$ cat config.mk
export PLATFORM = sky130hd
export DESIGN_NAME = sorted_circular_priority_queue_flat
export DESIGN_NICKNAME = d
export VERILOG_FILES = /design/src/sv/scpq_pkg.sv /design/src/sv/scpq_req_if.sv /design/src/sv/scpq_rsp_if.sv /design/src/sv/scpq_ram.sv /design/src/sv/sorted_circular_priority_queue.sv /design/src/flat_wrapper.sv
export SDC_FILE = /design/constraint.sdc
export NUM_CORES = 1
export LEC_CHECK = 0
export ABC_AREA = 1
export BUFFER_PORTS_ARGS = -buffer_cell sky130_fd_sc_hd__buf_2
export CAP_MARGIN = 25
export CORE_MARGIN = 2
export CORE_UTILIZATION = 45
export DETAILED_ROUTE_END_ITERATION = 12
export GPL_ROUTABILITY_DRIVEN = 0
export MAX_ROUTING_LAYER = met4
export PLACE_DENSITY = 0.71
export SLEW_MARGIN = 20
export SYNTH_ARGS = -nofsm -noshare
export SYNTH_HDL_FRONTEND = slang
export SYNTH_HIERARCHICAL = 1
export SYNTH_SLANG_ARGS = --single-unit
$ cat constraint.sdc
create_clock -name clock -period 3.4 [get_ports clock]
set_input_delay 0.34 -clock clock [delete_from_list [all_inputs] [get_ports clock]]
set_output_delay 0.34 -clock clock [all_outputs]
set_load 0.02 [all_outputs]
$ cat src/sv/scpq_pkg.sv
package scpq_pkg;

   localparam int CSR_W = 5;
   localparam int CNT_W = 5;
   localparam int ERR_W = 2;
   localparam int CAP_DEFAULT = 16;

   localparam logic OP_INSERT = 1'b0;
   localparam logic OP_REMOVE = 1'b1;

   localparam logic [ERR_W-1:0] ERR_OK    = 2'd0;
   localparam logic [ERR_W-1:0] ERR_FULL  = 2'd1;
   localparam logic [ERR_W-1:0] ERR_EMPTY = 2'd2;

   typedef enum logic [1:0] {
      ST_IDLE,
      ST_READ,
      ST_BUBBLE,
      ST_FINISH
   } state_type;

endpackage

$ cat src/sv/scpq_req_if.sv
interface scpq_req_if #(
   parameter int PRIO_BITS  = 8,
   parameter int VALUE_BITS = 16
) ();
   logic                  valid;
   logic                  ready;
   logic                  opcode;
   logic [PRIO_BITS-1:0]  item_priority;
   logic [VALUE_BITS-1:0] item_value;

   modport source (output valid, output opcode, output item_priority, output item_value,
                   input ready);
   modport sink (input valid, input opcode, input item_priority, input item_value,
                 output ready);
endinterface

$ cat src/sv/scpq_rsp_if.sv
interface scpq_rsp_if #(
   parameter int PRIO_BITS  = 8,
   parameter int VALUE_BITS = 16
) ();
   logic                              valid;
   logic                              ready;
   logic                              out_valid;
   logic [PRIO_BITS-1:0]              out_priority;
   logic [VALUE_BITS-1:0]             out_value;
   logic [scpq_pkg::ERR_W-1:0]        error_code;
   logic [scpq_pkg::CNT_W-1:0]        entry_count;
   logic                              is_empty;
   logic                              is_full;

   modport source (output valid, output out_valid, output out_priority, output out_value,
                   output error_code, output entry_count, output is_empty,
                   output is_full, input ready);
   modport sink (input valid, input out_valid, input out_priority, input out_value,
                 input error_code, input entry_count, input is_empty, input is_full,
                 output ready);
endinterface

$ cat src/sv/scpq_ram.sv
module scpq_ram #(
   parameter int WIDTH = 24,
   parameter int DEPTH = 16
) (
   input  logic                     clock,
   input  logic                     wr_en,
   input  logic [$clog2(DEPTH)-1:0] wr_addr,
   input  logic [WIDTH-1:0]         wr_data,
   input  logic                     rd_en,
   input  logic [$clog2(DEPTH)-1:0] rd_addr,
   output logic [WIDTH-1:0]         rd_data
);

   logic [WIDTH-1:0] mem_ff [DEPTH];

   always_ff @(posedge clock) begin
      if (wr_en) begin
         mem_ff[wr_addr] <= wr_data;
      end
      if (rd_en) begin
         rd_data <= mem_ff[rd_addr];
      end
   end

endmodule

$ cat src/sv/sorted_circular_priority_queue.sv
// Sorted circular priority queue.
// req_ch carries one operation per transfer: opcode insert with item_priority
// and item_value, or opcode remove. rsp_ch returns exactly one result per
// operation, in order: the removed entry (out_valid set) or zeros, an error
// code (insert while full, remove while empty), and the count, empty and
// full flags after the operation. csr_wr_en / csr_wr_data set the number of
// slots in use (0 reads as 1, above DEPTH as DEPTH) and empty the queue.
// Entries live in one RAM with a registered read. An insert walks
// from the tail toward the head, one read-compare-write per slot. One
// operation is in flight at a time; req_ch.ready is high only between
// operations. The result sits in an output register; when rsp_ch stalls,
// the next operation is still taken and finishes up to its result, which
// then waits for the register. Reset empties the queue, sets 16 slots (or
// DEPTH if smaller) and clears the output valid flag.
module sorted_circular_priority_queue #(
   parameter int DEPTH      = 16,
   parameter int PRIO_BITS  = 8,
   parameter int VALUE_BITS = 16
) (
   input  logic                          clock,
   input  logic                          reset,
   scpq_req_if.sink                      req_ch,
   scpq_rsp_if.source                    rsp_ch,
   input  logic                          csr_wr_en,
   input  logic [scpq_pkg::CSR_W-1:0]    csr_wr_data
);

   localparam int SLOT_W = $clog2(DEPTH + 1);
   localparam int ADDR_W = $clog2(DEPTH);
   localparam int ENTRY_W = PRIO_BITS + VALUE_BITS;
   localparam int CAP_RESET = (scpq_pkg::CAP_DEFAULT > DEPTH) ? DEPTH :
                              scpq_pkg::CAP_DEFAULT;
   localparam logic [SLOT_W-1:0] SLOT_ZERO = '0;
   localparam logic [SLOT_W-1:0] SLOT_ONE = SLOT_W'(1);

   typedef struct packed {
      logic                       out_valid;
      logic [PRIO_BITS-1:0]       out_priority;
      logic [VALUE_BITS-1:0]      out_value;
      logic [scpq_pkg::ERR_W-1:0] error_code;
      logic [SLOT_W-1:0]          entry_count;
      logic                       is_empty;
      logic                       is_full;
   } result_type;

   scpq_pkg::state_type state_ff, state_in;
   logic [SLOT_W-1:0]     head_ff, head_in;
   logic [SLOT_W-1:0]     tail_ff, tail_in;
   logic [SLOT_W-1:0]     count_ff, count_in;
   logic [SLOT_W-1:0]     cap_ff, cap_in;
   logic [SLOT_W-1:0]     slot_ff, slot_in;
   logic [PRIO_BITS-1:0]  new_prio_ff, new_prio_in;
   logic [VALUE_BITS-1:0] new_value_ff, new_value_in;
   result_type            res_ff, res_in;
   result_type            rsp_data_ff, rsp_data_in;
   logic                  rsp_valid_ff, rsp_valid_in;

   logic                  accept;
   logic                  is_insert;
   logic                  full_now;
   logic                  empty_now;
   logic                  move;
   logic                  rsp_free;
   logic [SLOT_W-1:0]     prev_slot;
   logic [SLOT_W-1:0]     prev2_slot;
   logic [SLOT_W-1:0]     next_tail;
   logic [SLOT_W-1:0]     tail_prev;
   logic [SLOT_W-1:0]     next_head;
   logic [SLOT_W-1:0]     count_inc;
   logic [SLOT_W-1:0]     count_dec;
   logic [SLOT_W-1:0]     cap_wr;
   logic [PRIO_BITS-1:0]  rd_prio;
   logic [VALUE_BITS-1:0] rd_value;

   logic                  ram_wr_en;
   logic [ADDR_W-1:0]     ram_wr_addr;
   logic [ENTRY_W-1:0]    ram_wr_data;
   logic                  ram_rd_en;
   logic [ADDR_W-1:0]     ram_rd_addr;
   logic [ENTRY_W-1:0]    ram_rd_data;

   scpq_ram #(
      .WIDTH (ENTRY_W),
      .DEPTH (DEPTH)
   ) u_store (
      .clock   (clock),
      .wr_en   (ram_wr_en),
      .wr_addr (ram_wr_addr),
      .wr_data (ram_wr_data),
      .rd_en   (ram_rd_en),
      .rd_addr (ram_rd_addr),
      .rd_data (ram_rd_data)
   );

   assign accept    = req_ch.valid && req_ch.ready;
   assign is_insert = (req_ch.opcode == scpq_pkg::OP_INSERT);
   assign full_now  = (count_ff == cap_ff);
   assign empty_now = (count_ff == SLOT_ZERO);
   assign rsp_free  = !rsp_valid_ff || rsp_ch.ready;

   assign rd_prio  = ram_rd_data[ENTRY_W-1 -: PRIO_BITS];
   assign rd_value = ram_rd_data[VALUE_BITS-1:0];

   assign prev_slot  = (slot_ff == SLOT_ONE) ? cap_ff : slot_ff - SLOT_ONE;
   assign prev2_slot = (prev_slot == SLOT_ONE) ? cap_ff : prev_slot - SLOT_ONE;
   assign next_tail  = (empty_now || tail_ff == cap_ff) ? SLOT_ONE : tail_ff + SLOT_ONE;
   assign tail_prev  = (next_tail == SLOT_ONE) ? cap_ff : next_tail - SLOT_ONE;
   assign next_head  = (head_ff == cap_ff) ? SLOT_ONE : head_ff + SLOT_ONE;
   assign count_inc  = count_ff + SLOT_ONE;
   assign count_dec  = count_ff - SLOT_ONE;
   assign move       = (slot_ff != head_ff) && (new_prio_ff > rd_prio);

   always_comb begin
      if (csr_wr_data == '0) begin
         cap_wr = SLOT_ONE;
      end else if (32'(csr_wr_data) > DEPTH) begin
         cap_wr = SLOT_W'(DEPTH);
      end else begin
         cap_wr = SLOT_W'(csr_wr_data);
      end
   end

   // next state
   always_comb begin
      state_in = state_ff;
      unique case (state_ff)
         scpq_pkg::ST_IDLE: begin
            if (accept) begin
               if (is_insert) begin
                  state_in = full_now ? scpq_pkg::ST_FINISH : scpq_pkg::ST_BUBBLE;
               end else begin
                  state_in = empty_now ? scpq_pkg::ST_FINISH : scpq_pkg::ST_READ;
               end
            end
         end
         scpq_pkg::ST_READ: begin
            state_in = scpq_pkg::ST_FINISH;
         end
         scpq_pkg::ST_BUBBLE: begin
            if (!move) begin
               state_in = scpq_pkg::ST_FINISH;
            end
         end
         scpq_pkg::ST_FINISH: begin
            if (rsp_free) begin
               state_in = scpq_pkg::ST_IDLE;
            end
         end
         default: state_in = scpq_pkg::ST_IDLE;
      endcase
   end

   // datapath and RAM control
   always_comb begin
      head_in      = head_ff;
      tail_in      = tail_ff;
      count_in     = count_ff;
      cap_in       = cap_ff;
      slot_in      = slot_ff;
      new_prio_in  = new_prio_ff;
      new_value_in = new_value_ff;
      res_in       = res_ff;
      rsp_data_in  = rsp_data_ff;
      rsp_valid_in = rsp_valid_ff && !rsp_ch.ready;
      ram_wr_en    = 1'b0;
      ram_wr_addr  = ADDR_W'(slot_ff - SLOT_ONE);
      ram_wr_data  = {new_prio_ff, new_value_ff};
      ram_rd_en    = 1'b0;
      ram_rd_addr  = ADDR_W'(prev2_slot - SLOT_ONE);

      unique case (state_ff)
         scpq_pkg::ST_IDLE: begin
            if (accept) begin
               res_in.out_valid    = 1'b0;
               res_in.out_priority = '0;
               res_in.out_value    = '0;
               res_in.error_code   = scpq_pkg::ERR_OK;
               res_in.entry_count  = count_ff;
               res_in.is_empty     = empty_now;
               res_in.is_full      = full_now;
               if (is_insert) begin
                  if (full_now) begin
                     res_in.error_code = scpq_pkg::ERR_FULL;
                  end else begin
                     head_in      = empty_now ? SLOT_ONE : head_ff;
                     tail_in      = next_tail;
                     count_in     = count_inc;
                     slot_in      = next_tail;
                     new_prio_in  = req_ch.item_priority;
                     new_value_in = req_ch.item_value;
                     ram_rd_en    = 1'b1;
                     ram_rd_addr  = ADDR_W'(tail_prev - SLOT_ONE);
                     res_in.entry_count = count_inc;
                     res_in.is_empty    = 1'b0;
                     res_in.is_full     = (count_inc == cap_ff);
                  end
               end else begin
                  if (empty_now) begin
                     res_in.error_code = scpq_pkg::ERR_EMPTY;
                  end else begin
                     ram_rd_en   = 1'b1;
                     ram_rd_addr = ADDR_W'(head_ff - SLOT_ONE);
                     count_in    = count_dec;
                     if (count_ff == SLOT_ONE) begin
                        head_in = SLOT_ZERO;
                        tail_in = SLOT_ZERO;
                     end else begin
                        head_in = next_head;
                     end
                     res_in.entry_count = count_dec;
                     res_in.is_empty    = (count_dec == SLOT_ZERO);
                     res_in.is_full     = (count_dec == cap_ff);
                  end
               end
            end else if (csr_wr_en) begin
               cap_in   = cap_wr;
               head_in  = SLOT_ZERO;
               tail_in  = SLOT_ZERO;
               count_in = SLOT_ZERO;
            end
         end
         scpq_pkg::ST_READ: begin
            res_in.out_valid    = 1'b1;
            res_in.out_priority = rd_prio;
            res_in.out_value    = rd_value;
         end
         scpq_pkg::ST_BUBBLE: begin
            ram_wr_en = 1'b1;
            if (move) begin
               // shift the lower-priority neighbor back one slot
               ram_wr_data = ram_rd_data;
               slot_in     = prev_slot;
               ram_rd_en   = 1'b1;
            end
         end
         scpq_pkg::ST_FINISH: begin
            if (rsp_free) begin
               rsp_data_in  = res_ff;
               rsp_valid_in = 1'b1;
            end
         end
         default: ;
      endcase
   end

   always_ff @(posedge clock) begin
      if (reset) begin
         state_ff     <= scpq_pkg::ST_IDLE;
         head_ff      <= SLOT_ZERO;
         tail_ff      <= SLOT_ZERO;
         count_ff     <= SLOT_ZERO;
         cap_ff       <= SLOT_W'(CAP_RESET);
         rsp_valid_ff <= 1'b0;
      end else begin
         state_ff     <= state_in;
         head_ff      <= head_in;
         tail_ff      <= tail_in;
         count_ff     <= count_in;
         cap_ff       <= cap_in;
         rsp_valid_ff <= rsp_valid_in;
      end
   end

   always_ff @(posedge clock) begin
      slot_ff      <= slot_in;
      new_prio_ff  <= new_prio_in;
      new_value_ff <= new_value_in;
      res_ff       <= res_in;
      rsp_data_ff  <= rsp_data_in;
   end

   assign req_ch.ready        = (state_ff == scpq_pkg::ST_IDLE);
   assign rsp_ch.valid        = rsp_valid_ff;
   assign rsp_ch.out_valid    = rsp_data_ff.out_valid;
   assign rsp_ch.out_priority = rsp_data_ff.out_priority;
   assign rsp_ch.out_value    = rsp_data_ff.out_value;
   assign rsp_ch.error_code   = rsp_data_ff.error_code;
   assign rsp_ch.entry_count  = scpq_pkg::CNT_W'(rsp_data_ff.entry_count);
   assign rsp_ch.is_empty     = rsp_data_ff.is_empty;
   assign rsp_ch.is_full      = rsp_data_ff.is_full;

`ifndef ASSERT_OFF
   a_count_bound: assert property (@(posedge clock) disable iff (reset)
      count_ff <= cap_ff)
      else $error("entry count above capacity");

   a_head_empty: assert property (@(posedge clock) disable iff (reset)
      (count_ff == SLOT_ZERO) == (head_ff == SLOT_ZERO))
      else $error("head slot disagrees with entry count");

   a_bubble_slot: assert property (@(posedge clock) disable iff (reset)
      state_ff == scpq_pkg::ST_BUBBLE |-> slot_ff != SLOT_ZERO && slot_ff <= cap_ff)
      else $error("insert walk left the slot range");

   a_finish_load: assert property (@(posedge clock) disable iff (reset)
      state_ff == scpq_pkg::ST_FINISH && rsp_free |=> rsp_ch.valid)
      else $error("finished result not presented");
`endif

endmodule

$ cat src/flat_wrapper.sv
// flat-port wrapper written by rule: the top's interface ports become plain ports
module sorted_circular_priority_queue_flat 
#(
   parameter int DEPTH      = 16,
   parameter int PRIO_BITS  = 8,
   parameter int VALUE_BITS = 16
)
  (clock, reset, csr_wr_en, csr_wr_data, req_ch_valid, req_ch_opcode, req_ch_item_priority, req_ch_item_value, req_ch_ready, rsp_ch_valid, rsp_ch_out_valid, rsp_ch_out_priority, rsp_ch_out_value, rsp_ch_error_code, rsp_ch_entry_count, rsp_ch_is_empty, rsp_ch_is_full, rsp_ch_ready);
  scpq_req_if #(.PRIO_BITS(PRIO_BITS), .VALUE_BITS(VALUE_BITS)) req_ch_i ();
  scpq_rsp_if #(.PRIO_BITS(PRIO_BITS), .VALUE_BITS(VALUE_BITS)) rsp_ch_i ();
  input  logic clock;
  input  logic reset;
  input  logic csr_wr_en;
  input  logic [scpq_pkg::CSR_W-1:0] csr_wr_data;
  input wire logic [$bits(req_ch_i.valid)-1:0] req_ch_valid;
  input wire logic [$bits(req_ch_i.opcode)-1:0] req_ch_opcode;
  input wire logic [$bits(req_ch_i.item_priority)-1:0] req_ch_item_priority;
  input wire logic [$bits(req_ch_i.item_value)-1:0] req_ch_item_value;
  output wire logic [$bits(req_ch_i.ready)-1:0] req_ch_ready;
  output wire logic [$bits(rsp_ch_i.valid)-1:0] rsp_ch_valid;
  output wire logic [$bits(rsp_ch_i.out_valid)-1:0] rsp_ch_out_valid;
  output wire logic [$bits(rsp_ch_i.out_priority)-1:0] rsp_ch_out_priority;
  output wire logic [$bits(rsp_ch_i.out_value)-1:0] rsp_ch_out_value;
  output wire logic [$bits(rsp_ch_i.error_code)-1:0] rsp_ch_error_code;
  output wire logic [$bits(rsp_ch_i.entry_count)-1:0] rsp_ch_entry_count;
  output wire logic [$bits(rsp_ch_i.is_empty)-1:0] rsp_ch_is_empty;
  output wire logic [$bits(rsp_ch_i.is_full)-1:0] rsp_ch_is_full;
  input wire logic [$bits(rsp_ch_i.ready)-1:0] rsp_ch_ready;
  assign req_ch_i.valid = req_ch_valid;
  assign req_ch_i.opcode = req_ch_opcode;
  assign req_ch_i.item_priority = req_ch_item_priority;
  assign req_ch_i.item_value = req_ch_item_value;
  assign req_ch_ready = req_ch_i.ready;
  assign rsp_ch_valid = rsp_ch_i.valid;
  assign rsp_ch_out_valid = rsp_ch_i.out_valid;
  assign rsp_ch_out_priority = rsp_ch_i.out_priority;
  assign rsp_ch_out_value = rsp_ch_i.out_value;
  assign rsp_ch_error_code = rsp_ch_i.error_code;
  assign rsp_ch_entry_count = rsp_ch_i.entry_count;
  assign rsp_ch_is_empty = rsp_ch_i.is_empty;
  assign rsp_ch_is_full = rsp_ch_i.is_full;
  assign rsp_ch_i.ready = rsp_ch_ready;
  sorted_circular_priority_queue #(.DEPTH(DEPTH), .PRIO_BITS(PRIO_BITS), .VALUE_BITS(VALUE_BITS)) u_core (.clock(clock), .reset(reset), .req_ch(req_ch_i), .rsp_ch(rsp_ch_i), .csr_wr_en(csr_wr_en), .csr_wr_data(csr_wr_data));
endmodule
==> impl_metrics.ini, run 1 <==
[clock_tree]
clock_latency_ns = 0.59
cts_tree = yes
htreeDepth = 2
cts_made_buffers = 50
cts-root-buf = clkbuf_16
cts.reportedPaths.clkPinSlew_ns = 0.06
clock_sinks = 528
clock_path_buffers = 3

[critical_path]
critical_path_class = register to register
critPathLaunchType = register
critPathMaxFanout = 8
critPathArrivalTime_ns = 3.62
r2r_cells = 24
r2r-start = u_core/slot_ff[1]$_DFFE_PP_
regToRegSetupSlack_ns = 0.12
cp-end-kind = register
cp.required_ns = 3.74
regToRegEndpoint = u_core/u_store/rd_data[14]$_DFFE_PP_

[detailed_routing]
via_per_inst = 5.381
drt_first_pass_iters = 6
dr.first_iter.drc_count = 1986
wl_um = 62390
drc = 0
wl_per_cell_um = 19.79
ant_nets = 0
vias = 16970

[worst_hold_path]
min_to = u_core/cap_ff[1]$_SDFFE_PP0P_
min_from = csr_wr_data[1]
min_path_type = primary input to register
hold_depth = 3

[yosys]
ys_seq_area_share_pct = 66.46
synth_top_area_cell = edfxtp_1
ys_warn_count = 6
synth.net_count = 2328
syn_area_per_cell_sq_um = 10.37
synthTopCellsByArea = edfxtp_1, nand2_1, nand3_1
synth_edf_count = 505
syn_inst = 2267
synth-seq-cells = 528
syn-cell-area_sq_um = 23510
ys.flop_type = edfxtp_1
synth.distinct_cells = 46
async_flop_share_pct = 0
synth_top_area_share_pct = 64.51

[global_routing]
antenna_found_initial = 0
grt_pass1_vias = 16130
grt_usage_pct = 22.01
gr-total-overflow = 0
grt_max_degree = 59
grt_first_pass_wirelength_um = 88760

[floorplanning]
io_pins = 71
rows = 83
core-area_sq_um = 51510
start_util_pct = 45.64
die-area_sq_um = 54090
die_h_um = 232.6
chipWidth_um = 232.6

[finish]
layout.cells.most_common = nand2_1
fin_cells = 3153
post_route_cells_drive_above_1_share_pct = 14.64
antennaDiodeCount = 0
syn2layout_area_growth_pct = 18.70
final_cell_mix = nand2_1, edfxtp_1, inv_1
num-nets-final = 2495

[placed_design]
dp.final_hpwl_um = 34580
dp_cells = 3005
io_buffer_count = 70

[sta]
finalMaxSlewViolations = 0
setup_viol = 0
fin_skew_ns = 0.02842
min_period_ns = 3.279
setup_tns_ns = 0
fmaxAchievable_mhz = 304.9
fin_crit_sh_pct = 96.45
worst_pin_slew_ns = 0.9028
slew_headroom_pct = 39.18
hold_viol = 0

[flow_run]
maxCapViolCount = 0

[outcome]
status = finished clean
## cell families (layout without fill, tap and decap cells)
kind of cell,after synthesis,in the layout,synth area share [%]
xor gates and xnor gates,33,33,1.309
and+or+nand+nor,1092,1093,19.82
buffers and inverters,493,698,8.484
AOI/OAI and AO/OA,95,95,2.539
adders and majority gates,26,26,1.384
DFF,528,528,66.46
## worst max path at each step
stage	cells past startpoint	to	slack, ns	startpoint
6_report	24	u_core/u_store/rd_data[14]$_DFFE_PP_	0.12	u_core/slot_ff[1]$_DFFE_PP_
5_1_grt	23	u_core/u_store/rd_data[16]$_DFFE_PP_	-0.04	u_core/slot_ff[1]$_DFFE_PP_
4_1_cts	22	u_core/u_store/rd_data[12]$_DFFE_PP_	0.02	u_core/slot_ff[1]$_DFFE_PP_
3_5_place_dp	21	u_core/u_store/rd_data[12]$_DFFE_PP_	0.01	u_core/slot_ff[1]$_DFFE_PP_
3_3_place_gp	22	u_core/u_store/rd_data[13]$_DFFE_PP_	0.18	u_core/slot_ff[1]$_DFFE_PP_
2_1_floorplan	22	u_core/u_store/rd_data[21]$_DFFE_PP_	0.09	u_core/slot_ff[1]$_DFFE_PP_
## state kept, by name, indices dropped and copies added, names as in the netlist, 8 cells and up
signal	flops
u_core/u_store/mem_ff	384
u_core/res_ff	34
u_core/u_store/rd_data	24
u_core/new_value_ff	16
u_core/rsp_ch.out_value	16
u_core/new_prio_ff	8
u_core/rsp_ch.out_priority	8
## metrics by stage
stage                     hold WS (ns)  instance area (sq um)  setup slack, ns  util (%)
after detailed placement        0.4052                  25220         0.009508     48.96
after global routing           0.03891                  27900         -0.03830     54.17
final                          0.03888                  27900           0.1207     54.17
after CTS                      0.03421                  27100          0.02293     52.61
after global placement          0.4007                  25220           0.1766     48.96
after floorplan                 0.4003                  23520          0.09228         -
## what timing repair did
action	CTS	global route
endpoints found under the setup margin	1	24
cloned	1	23
buffers inserted	1	7
pin swaps	1	12
gates resized for setup	0	53
hold buffers	24	0
hold endpoints to repair	24	0
## Yosys cell counts, types with 2 or more instances
cell      instances
ha_1             26
nor2_1           42
o21ai_0          28
o211ai_1          3
buf_1             8
xor2_1           19
o22ai_1           4
buf_4            16
nor2_2            9
nand2_4           4
o21ai_1           4
nand2_2           4
nand2_1         689
dfxtp_1          23
buf_2            51
o21ai_2           3
a21oi_1          25
a31oi_1           5
nand4_1           6
buf_6             2
xnor2_1          13
inv_1           380
nor3_1            2
nor2_4            2
inv_2            12
nand3_2           3
edfxtp_1        505
inv_4             2
a211oi_1          9
clkbuf_1         22
or2_2             4
nand3_1         323
o221ai_1          6
## routing by layer
| metal | share of wire, % | vias to the layer above | track usage [%] |
|---|---|---|---|
| li1 | - | 7736 | - |
| met1 | 38 | 8027 | 27.47 |
| met3 | 9.9 | 171 | 3.260 |
| met2 | 48 | 1031 | 36.72 |
| met4 | 3.9 | 0 | 7.723 |
| met5 | 0 | - | - |
## critical path, cell delays in order, from the launching register on
cell      delay, ns
edfxtp_1       0.39
inv_2          0.07
ha_2           0.16
inv_2          0.05
nor2_4         0.13
nand2_4        0.11
nand2_4        0.09
o21ai_4        0.06
inv_2          0.06
ha_2           0.16
nand3_2        0.08
nor2_4         0.12
nand2_4        0.09
o21ai_4        0.22
inv_2          0.08
o221ai_4       0.16
buf_12         0.21
buf_16         0.19
buf_12         0.14
buf_12         0.10
nand2_1        0.04
nand3_1        0.08
nand3_1        0.08
nand3_1        0.08
nand2_1        0.05
## layout make-up
type | count | area, sq um
clock buffers | 56 | 1274
well taps | 680 | 850.8
fillers | 4155 | 23610
flip-flops and latches | 528 | 15630
repair buffers | 213 | 2193
multi-input cells | 1247 | 6130
inverters | 394 | 1515
clock inverters | 35 | 312.8
Power of run 1 is not shown: default switching activity piles up to over one toggle a cycle in this logic, so the estimate is an artifact.
==> run 2, diff against run 1 <==
--- a/config.mk
+++ b/config.mk
@@ -12,8 +12,9 @@
 export CORE_UTILIZATION = 45
 export DETAILED_ROUTE_END_ITERATION = 12
 export GPL_ROUTABILITY_DRIVEN = 0
+export GPL_TIMING_DRIVEN = 1
 export MAX_ROUTING_LAYER = met4
-export PLACE_DENSITY = 0.71
+export PLACE_DENSITY = 0.67
 export SLEW_MARGIN = 20
 export SYNTH_ARGS = -nofsm -noshare
 export SYNTH_HDL_FRONTEND = slang
==> run 2 against run 1 <==
Against the previous run:
- routed wire length increased by 11%
- sequential share of layout area decreased by 2.3 points
- global-route usage increased by 1.5 points
- worst setup slack got worse by 0.081 ns
- cell count increased by 1.1%
- highest routed layer unchanged
- non-clock buffer count increased by 29
- first-iteration DRC count increased by 16%
- hold slack got worse by 0.016 ns
==> impl_metrics.ini, run 2 (synthesis gave the netlist of run 1 again) <==
[sta]
hold_viol = 0
rsz0062_at_grt = yes
fin_crit_sh_pct = 98.83
fin_skew_ns = 0.02546
worst_pin_slew_ns = 0.7308
setup_viol = 0
hold_ws_ns = 0.02250
finalMaxSlewViolations = 0
fmaxAchievable_mhz = 297.6
slew_headroom_pct = 51.16
min_period_ns = 3.360

[worst_hold_path]
min_path_type = primary input to register
hold_depth = 3

[finish]
final_cell_mix = nand2_1, edfxtp_1, inv_1
layout.cells.most_common = nand2_1
syn2layout_area_growth_pct = 23.70
largest_reg_flops = 384
n_fill_cell = 4074
regMostFlops = u_core/u_store/mem_ff
multiInputGateArea_sq_um = 6573
post_route_cells_drive_above_1_share_pct = 18.75
num-nets-final = 2526
reg_top3 = u_core/u_store/mem_ff x384, u_core/res_ff x34, u_core/u_store/rd_data x24
seqCellArea_sq_um = 15630

[global_routing]
gr-total-overflow = 0
grt_pass1_vias = 16070
grt_max_degree = 55
antenna_found_initial = 0
grt_usage_pct = 23.49
grt_first_pass_wirelength_um = 92470

[flow_run]
maxCapViolCount = 0

[detailed_routing]
via_per_inst = 5.447
dr.first_iter.drc_count = 2303
wl_per_cell_um = 21.73
drt_first_pass_iters = 5
ant_nets = 0
wl_um = 69290
vias = 17370
drc = 0

[critical_path]
critPathMaxFanout = 7
cp-end-kind = register
critical_path_class = register to register
cp.required_ns = 3.77
critPathArrivalTime_ns = 3.73
r2r_cells = 22
critPathLaunchType = register

[floorplanning]
start_util_pct = 45.64
rows = 83
die_h_um = 232.6
die-area_sq_um = 54090
io_pins = 71
chipWidth_um = 232.6
core-area_sq_um = 51510

[clock_tree]
cts-root-buf = clkbuf_16
htreeDepth = 2
clock_latency_ns = 0.61
cts.reportedPaths.clkPinSlew_ns = 0.07
clock_sinks = 528
cts_made_buffers = 52
clock_path_buffers = 3
cts_tree = yes

[outcome]
status = finished clean

[placed_design]
io_buffer_count = 70
dp.final_hpwl_um = 34390
==> run 2: changes by cell type in the layout (fill, tap and decap cells not counted), moves of 6 or more <==
| cell | previous run | this run |
|---|---|---|
| nand2_1 | 685 | 645 |
| buf_4 | 71 | 59 |
| nor2_4 | 5 | 21 |
| nand3_2 | 9 | 53 |
| clkbuf_16 | 67 | 78 |
| nand2_2 | 7 | 46 |
| nand3_1 | 317 | 272 |
| buf_6 | 5 | 13 |
| clkbuf_1 | 6 | 16 |
| nor2_2 | 23 | 7 |
| buf_8 | 0 | 6 |
| buf_16 | 9 | 19 |
==> run 2: metrics by stage <==
stage / instances / TNS [ns] / setup slack (ns) / utilization (%) / cell area, sq um
3_3_place_gp: 2995 / 0 / 0.05508 / 49.05 / 25260
3_5_place_dp: 2995 / -0.3091 / -0.06305 / 49.05 / 25260
5_1_grt: 3187 / -1.854 / -0.1186 / 56.45 / 29080
2_1_floorplan: 2267 / 0 / 0.09228 / - / 23520
6_report: 3189 / 0 / 0.03970 / 56.46 / 29080
4_1_cts: 3124 / 0 / 0.003591 / 53.05 / 27330
==> run 2: worst max-delay path, cell delays in order, from the launching register on <==
cell and delay (ns):
edfxtp_1 0.41, inv_2 0.10, ha_4 0.12, inv_2 0.04
nor2_4 0.12, nand2_4 0.10, o21ai_4 0.23, ha_4 0.17
nand3_4 0.07, nor2_4 0.12, nand2_4 0.09, o21ai_4 0.22
inv_2 0.08, o221ai_4 0.19, buf_12 0.20, buf_12 0.13
clkbuf_16 0.18, clkbuf_16 0.18, nand2_2 0.06, nand3_2 0.09
nand3_2 0.09, nand3_2 0.06, nand2_1 0.05
==> run 2: cell type report <==
class	count	area share, %
inverters	394	5.253
well taps	680	2.926
clock inverters	27	0.7056
flip-flops and latches	528	53.75
diodes	2	0.01721
repair buffers	242	10.02
clock buffers	69	4.729
multi-input cells	1247	22.60
==> run 2: final timing paths <==
path | startpoint | to | slack (ns)
setup / recovery | u_core/slot_ff[1]$_DFFE_PP_ | u_core/u_store/rd_data[22]$_DFFE_PP_ | 0.04
hold / removal | csr_wr_data[4] | u_core/cap_ff[4]$_SDFFE_PP1P_ | 0.02
setup reg to reg | u_core/slot_ff[1]$_DFFE_PP_ | u_core/u_store/rd_data[22]$_DFFE_PP_ | 0.04
hold reg to reg | u_core/res_ff[11]$_DFFE_PP_ | u_core/rsp_ch.out_value[2]$_DFFE_PP_ | 0.42
==> run 2: metal layers <==
| metal | vias up | part of all wire (%) | GRT usage (%) |
|---|---|---|---|
| li1 | 7812 | - | - |
| met1 | 8209 | 39 | 30.53 |
| met2 | 1102 | 46 | 37.61 |
| met3 | 249 | 11 | 3.199 |
| met4 | 0 | 4.9 | 9.037 |
| met5 | - | 0 | - |
==> run 2: timing repair <==
| item | in CTS | in global routing |
|---|---|---|
| pin swaps | 4 | 84 |
| resized for setup | 14 | 155 |
| hold buffers | 27 | 0 |
| buffers inserted | 2 | 21 |
| hold endpoints to repair | 27 | 0 |
| gates cloned | 4 | 42 |
| setup endpoints to repair | 16 | 24 |
Power of run 2 is left out for the same reason.
==> run 3, diff against run 2 <==
--- a/config.mk
+++ b/config.mk
@@ -8,13 +8,15 @@
 export ABC_AREA = 1
 export BUFFER_PORTS_ARGS = -buffer_cell sky130_fd_sc_hd__buf_2
 export CAP_MARGIN = 25
+export CELL_PAD_IN_SITES_DETAIL_PLACEMENT = 2
+export CELL_PAD_IN_SITES_GLOBAL_PLACEMENT = 2
 export CORE_MARGIN = 2
-export CORE_UTILIZATION = 45
+export CORE_UTILIZATION = 37
 export DETAILED_ROUTE_END_ITERATION = 12
 export GPL_ROUTABILITY_DRIVEN = 0
 export GPL_TIMING_DRIVEN = 1
 export MAX_ROUTING_LAYER = met4
-export PLACE_DENSITY = 0.67
+export PLACE_DENSITY = 0.79
 export SLEW_MARGIN = 20
 export SYNTH_ARGS = -nofsm -noshare
 export SYNTH_HDL_FRONTEND = slang
==> run 3 against run 2 <==
Against the previous run:
- the run now ends with negative setup slack left
- first-iteration DRC count increased by 53%
- sequential share of layout area decreased by 3.2 points
- core utilization decreased by 7.3 points
- worst setup slack got worse by 1.0 ns
- global-route usage increased by 14 points
- die area increased by 21%
- sequential cell count unchanged
- non-clock buffer count increased by 58
- clock-buffer cell count increased by 5
- register-to-register slack got worse by 1.0 ns
- maximum frequency decreased by 23%
- hold slack improved by 0.018 ns
- largest cell class unchanged
==> impl_metrics.ini, run 3 (synthesis gave the netlist of run 1 again) <==
[critical_path]
cp_num_buf_inv = 7
critPathMaxFanout = 6
critPathArrivalTime_ns = 4.91
cpLargestDelayFamily = simple AND/OR/NAND/NOR gates
critical_path_class = register to register
slowest_delay_ns = 0.51
cp-end-kind = register
worst_path_max_delay_cell = edfxtp_1
crit_top_cell = nand2_1
cp.required_ns = 3.94
worstPathCellList = inv_2, ha_4, inv_4, nor2_4, nand2_4, buf_4, nand2_2, buf_4, nand2_1, nor2_1, nand2_1, nand2_1, nand2_1, nand2_1, o21ai_0, nand2_2, nand3_2, nand2_2, inv_2, a21oi_4, buf_8, buf_8, nand3_1, nand2_1
regToRegSetupSlack_ns = -0.98
critPathLaunchType = register

[global_routing]
gr-total-overflow = 0
grt_max_degree = 38
antenna_found_initial = 8
grt_usage_pct = 37.71
grt_first_pass_wirelength_um = 171500
grt_pass1_vias = 22310

[sta]
rsz0062_at_grt = yes
worst_pin_slew_ns = 1.079
fin_ws_ns = -0.9753
setup_viol = 512
slew_headroom_pct = 27.52
fmaxAchievable_mhz = 228.6
fin_crit_sh_pct = 128.7
fin_skew_ns = 0.05685
min_period_ns = 4.375
hold_viol = 0
finalMaxSlewViolations = 0

[finish]
num-nets-final = 2588
syn2layout_area_growth_pct = 31.66
reg_top3 = u_core/u_store/mem_ff x384, u_core/res_ff x34, u_core/u_store/rd_data x24
layout.cells.most_common = nand2_1
regMostFlops = u_core/u_store/mem_ff
largest_reg_flops = 384
fin_cells = 3435
multiInputGateArea_sq_um = 7340
final_cell_mix = nand2_1, edfxtp_1, inv_1
seqCellArea_sq_um = 15630
post_route_cells_drive_above_1_share_pct = 26.20
n_fill_cell = 6169

[flow_run]
maxCapViolCount = 0

[floorplanning]
die-area_sq_um = 65570
start_util_pct = 37.34
rows = 92
die_h_um = 256.1
chipWidth_um = 256.1
io_pins = 71
core-area_sq_um = 62970

[detailed_routing]
drt_first_pass_iters = 7
via_per_inst = 6.574
ant_nets = 0
wl_per_cell_um = 44.35
vias = 22580
dr.first_iter.drc_count = 3521
wl_um = 152400
drc = 0

[placed_design]
io_buffer_count = 70
dp_cells = 3174
dp.final_hpwl_um = 51920

[clock_tree]
cts-root-buf = clkbuf_16
clock_sinks = 528
cts_made_buffers = 57
htreeDepth = 2
clock_path_buffers = 3
cts_tree = yes
clock_latency_ns = 0.71
cts.reportedPaths.clkPinSlew_ns = 0.10

[outcome]
status = finished, violations left
violations = negative setup slack

[worst_hold_path]
min_path_type = primary input to register
==> run 3: cell types whose count changed in the layout (fill, tap and decap cells not counted), sizes merged <==
cell / before / now
clkbuf: 95 / 90
diode: 2 / 16
inv: 395 / 394
nand2: 698 / 697
dlygate4sd3: 27 / 29
buf: 189 / 255
clkinv: 22 / 26
bufinv: 2 / 3
==> run 3: final cells by class <==
cell class / instances / area share [%]
flip-flops and latches: 528 / 50.51
multi-input cells: 1246 / 23.71
clock buffers: 74 / 4.847
well taps: 846 / 3.420
clock inverters: 31 / 0.8893
diodes: 16 / 0.1294
repair buffers: 300 / 11.59
inverters: 394 / 4.903
==> run 3: timing repair <==
action                                  CTS  global route
gates resized for setup                 165           197
endpoints found under the setup margin   24            88
cloned                                   25            18
hold endpoints to repair                 28             0
setup buffers                            51            20
hold buffers                             29             0
pin swaps                                33            59
==> run 3: worst reg2reg max path, cell delays in order (launching register included) <==
cell and delay [ns]:
edfxtp_1 0.51, inv_2 0.14, ha_4 0.21, inv_4 0.07, nor2_4 0.11, nand2_4 0.11, buf_4 0.16, nand2_2 0.10
buf_4 0.13, nand2_1 0.16, nor2_1 0.42, nand2_1 0.20, nand2_1 0.16, nand2_1 0.15, nand2_1 0.12, o21ai_0 0.12
nand2_2 0.12, nand3_2 0.10, nand2_2 0.12, inv_2 0.07, a21oi_4 0.23, buf_8 0.22, buf_8 0.17, nand3_1 0.17
nand2_1 0.14
==> run 3: per-stage QoR <==
step	hold WS, ns	setup WS (ns)	util, %	setup TNS, ns	instance area, sq um
4_1_cts	0.01639	-0.07393	46.90	-0.2282	29530
3_3_place_gp	0.4007	0.07244	40.67	0	25610
3_5_place_dp	0.4051	-0.2479	40.71	-4.709	25630
2_1_floorplan	0.4003	0.09228	-	0	23520
5_1_grt	0.04101	-0.8686	49.15	-144.94	30950
6_report	0.04057	-0.9753	49.16	-178.96	30950
==> run 3: per-layer routing <==
| layer | vias to the layer above | share of wire (%) | global-route usage, % |
|---|---|---|---|
| met1 | 11050 | 32 | 40.89 |
| met4 | 0 | 13 | 27.66 |
| met3 | 1194 | 12 | 7.724 |
| met2 | 2384 | 43 | 61.46 |
| li1 | 7958 | - | - |
| met5 | - | 0 | - |
==> run 3: worst paths after layout <==
| path | start | to | cells after the start |
|---|---|---|---|
| setup reg to reg | u_core/slot_ff[1]$_DFFE_PP_ | u_core/u_store/rd_data[23]$_DFFE_PP_ | 24 |
| hold / removal | csr_wr_data[3] | u_core/cap_ff[3]$_SDFFE_PP0P_ | 3 |
| setup / recovery | u_core/slot_ff[1]$_DFFE_PP_ | u_core/u_store/rd_data[23]$_DFFE_PP_ | 24 |
| hold reg to reg | u_core/res_ff[31]$_DFFE_PP_ | u_core/rsp_ch.out_priority[6]$_DFFE_PP_ | 0 |
Power of run 3 is left out for the same reason.
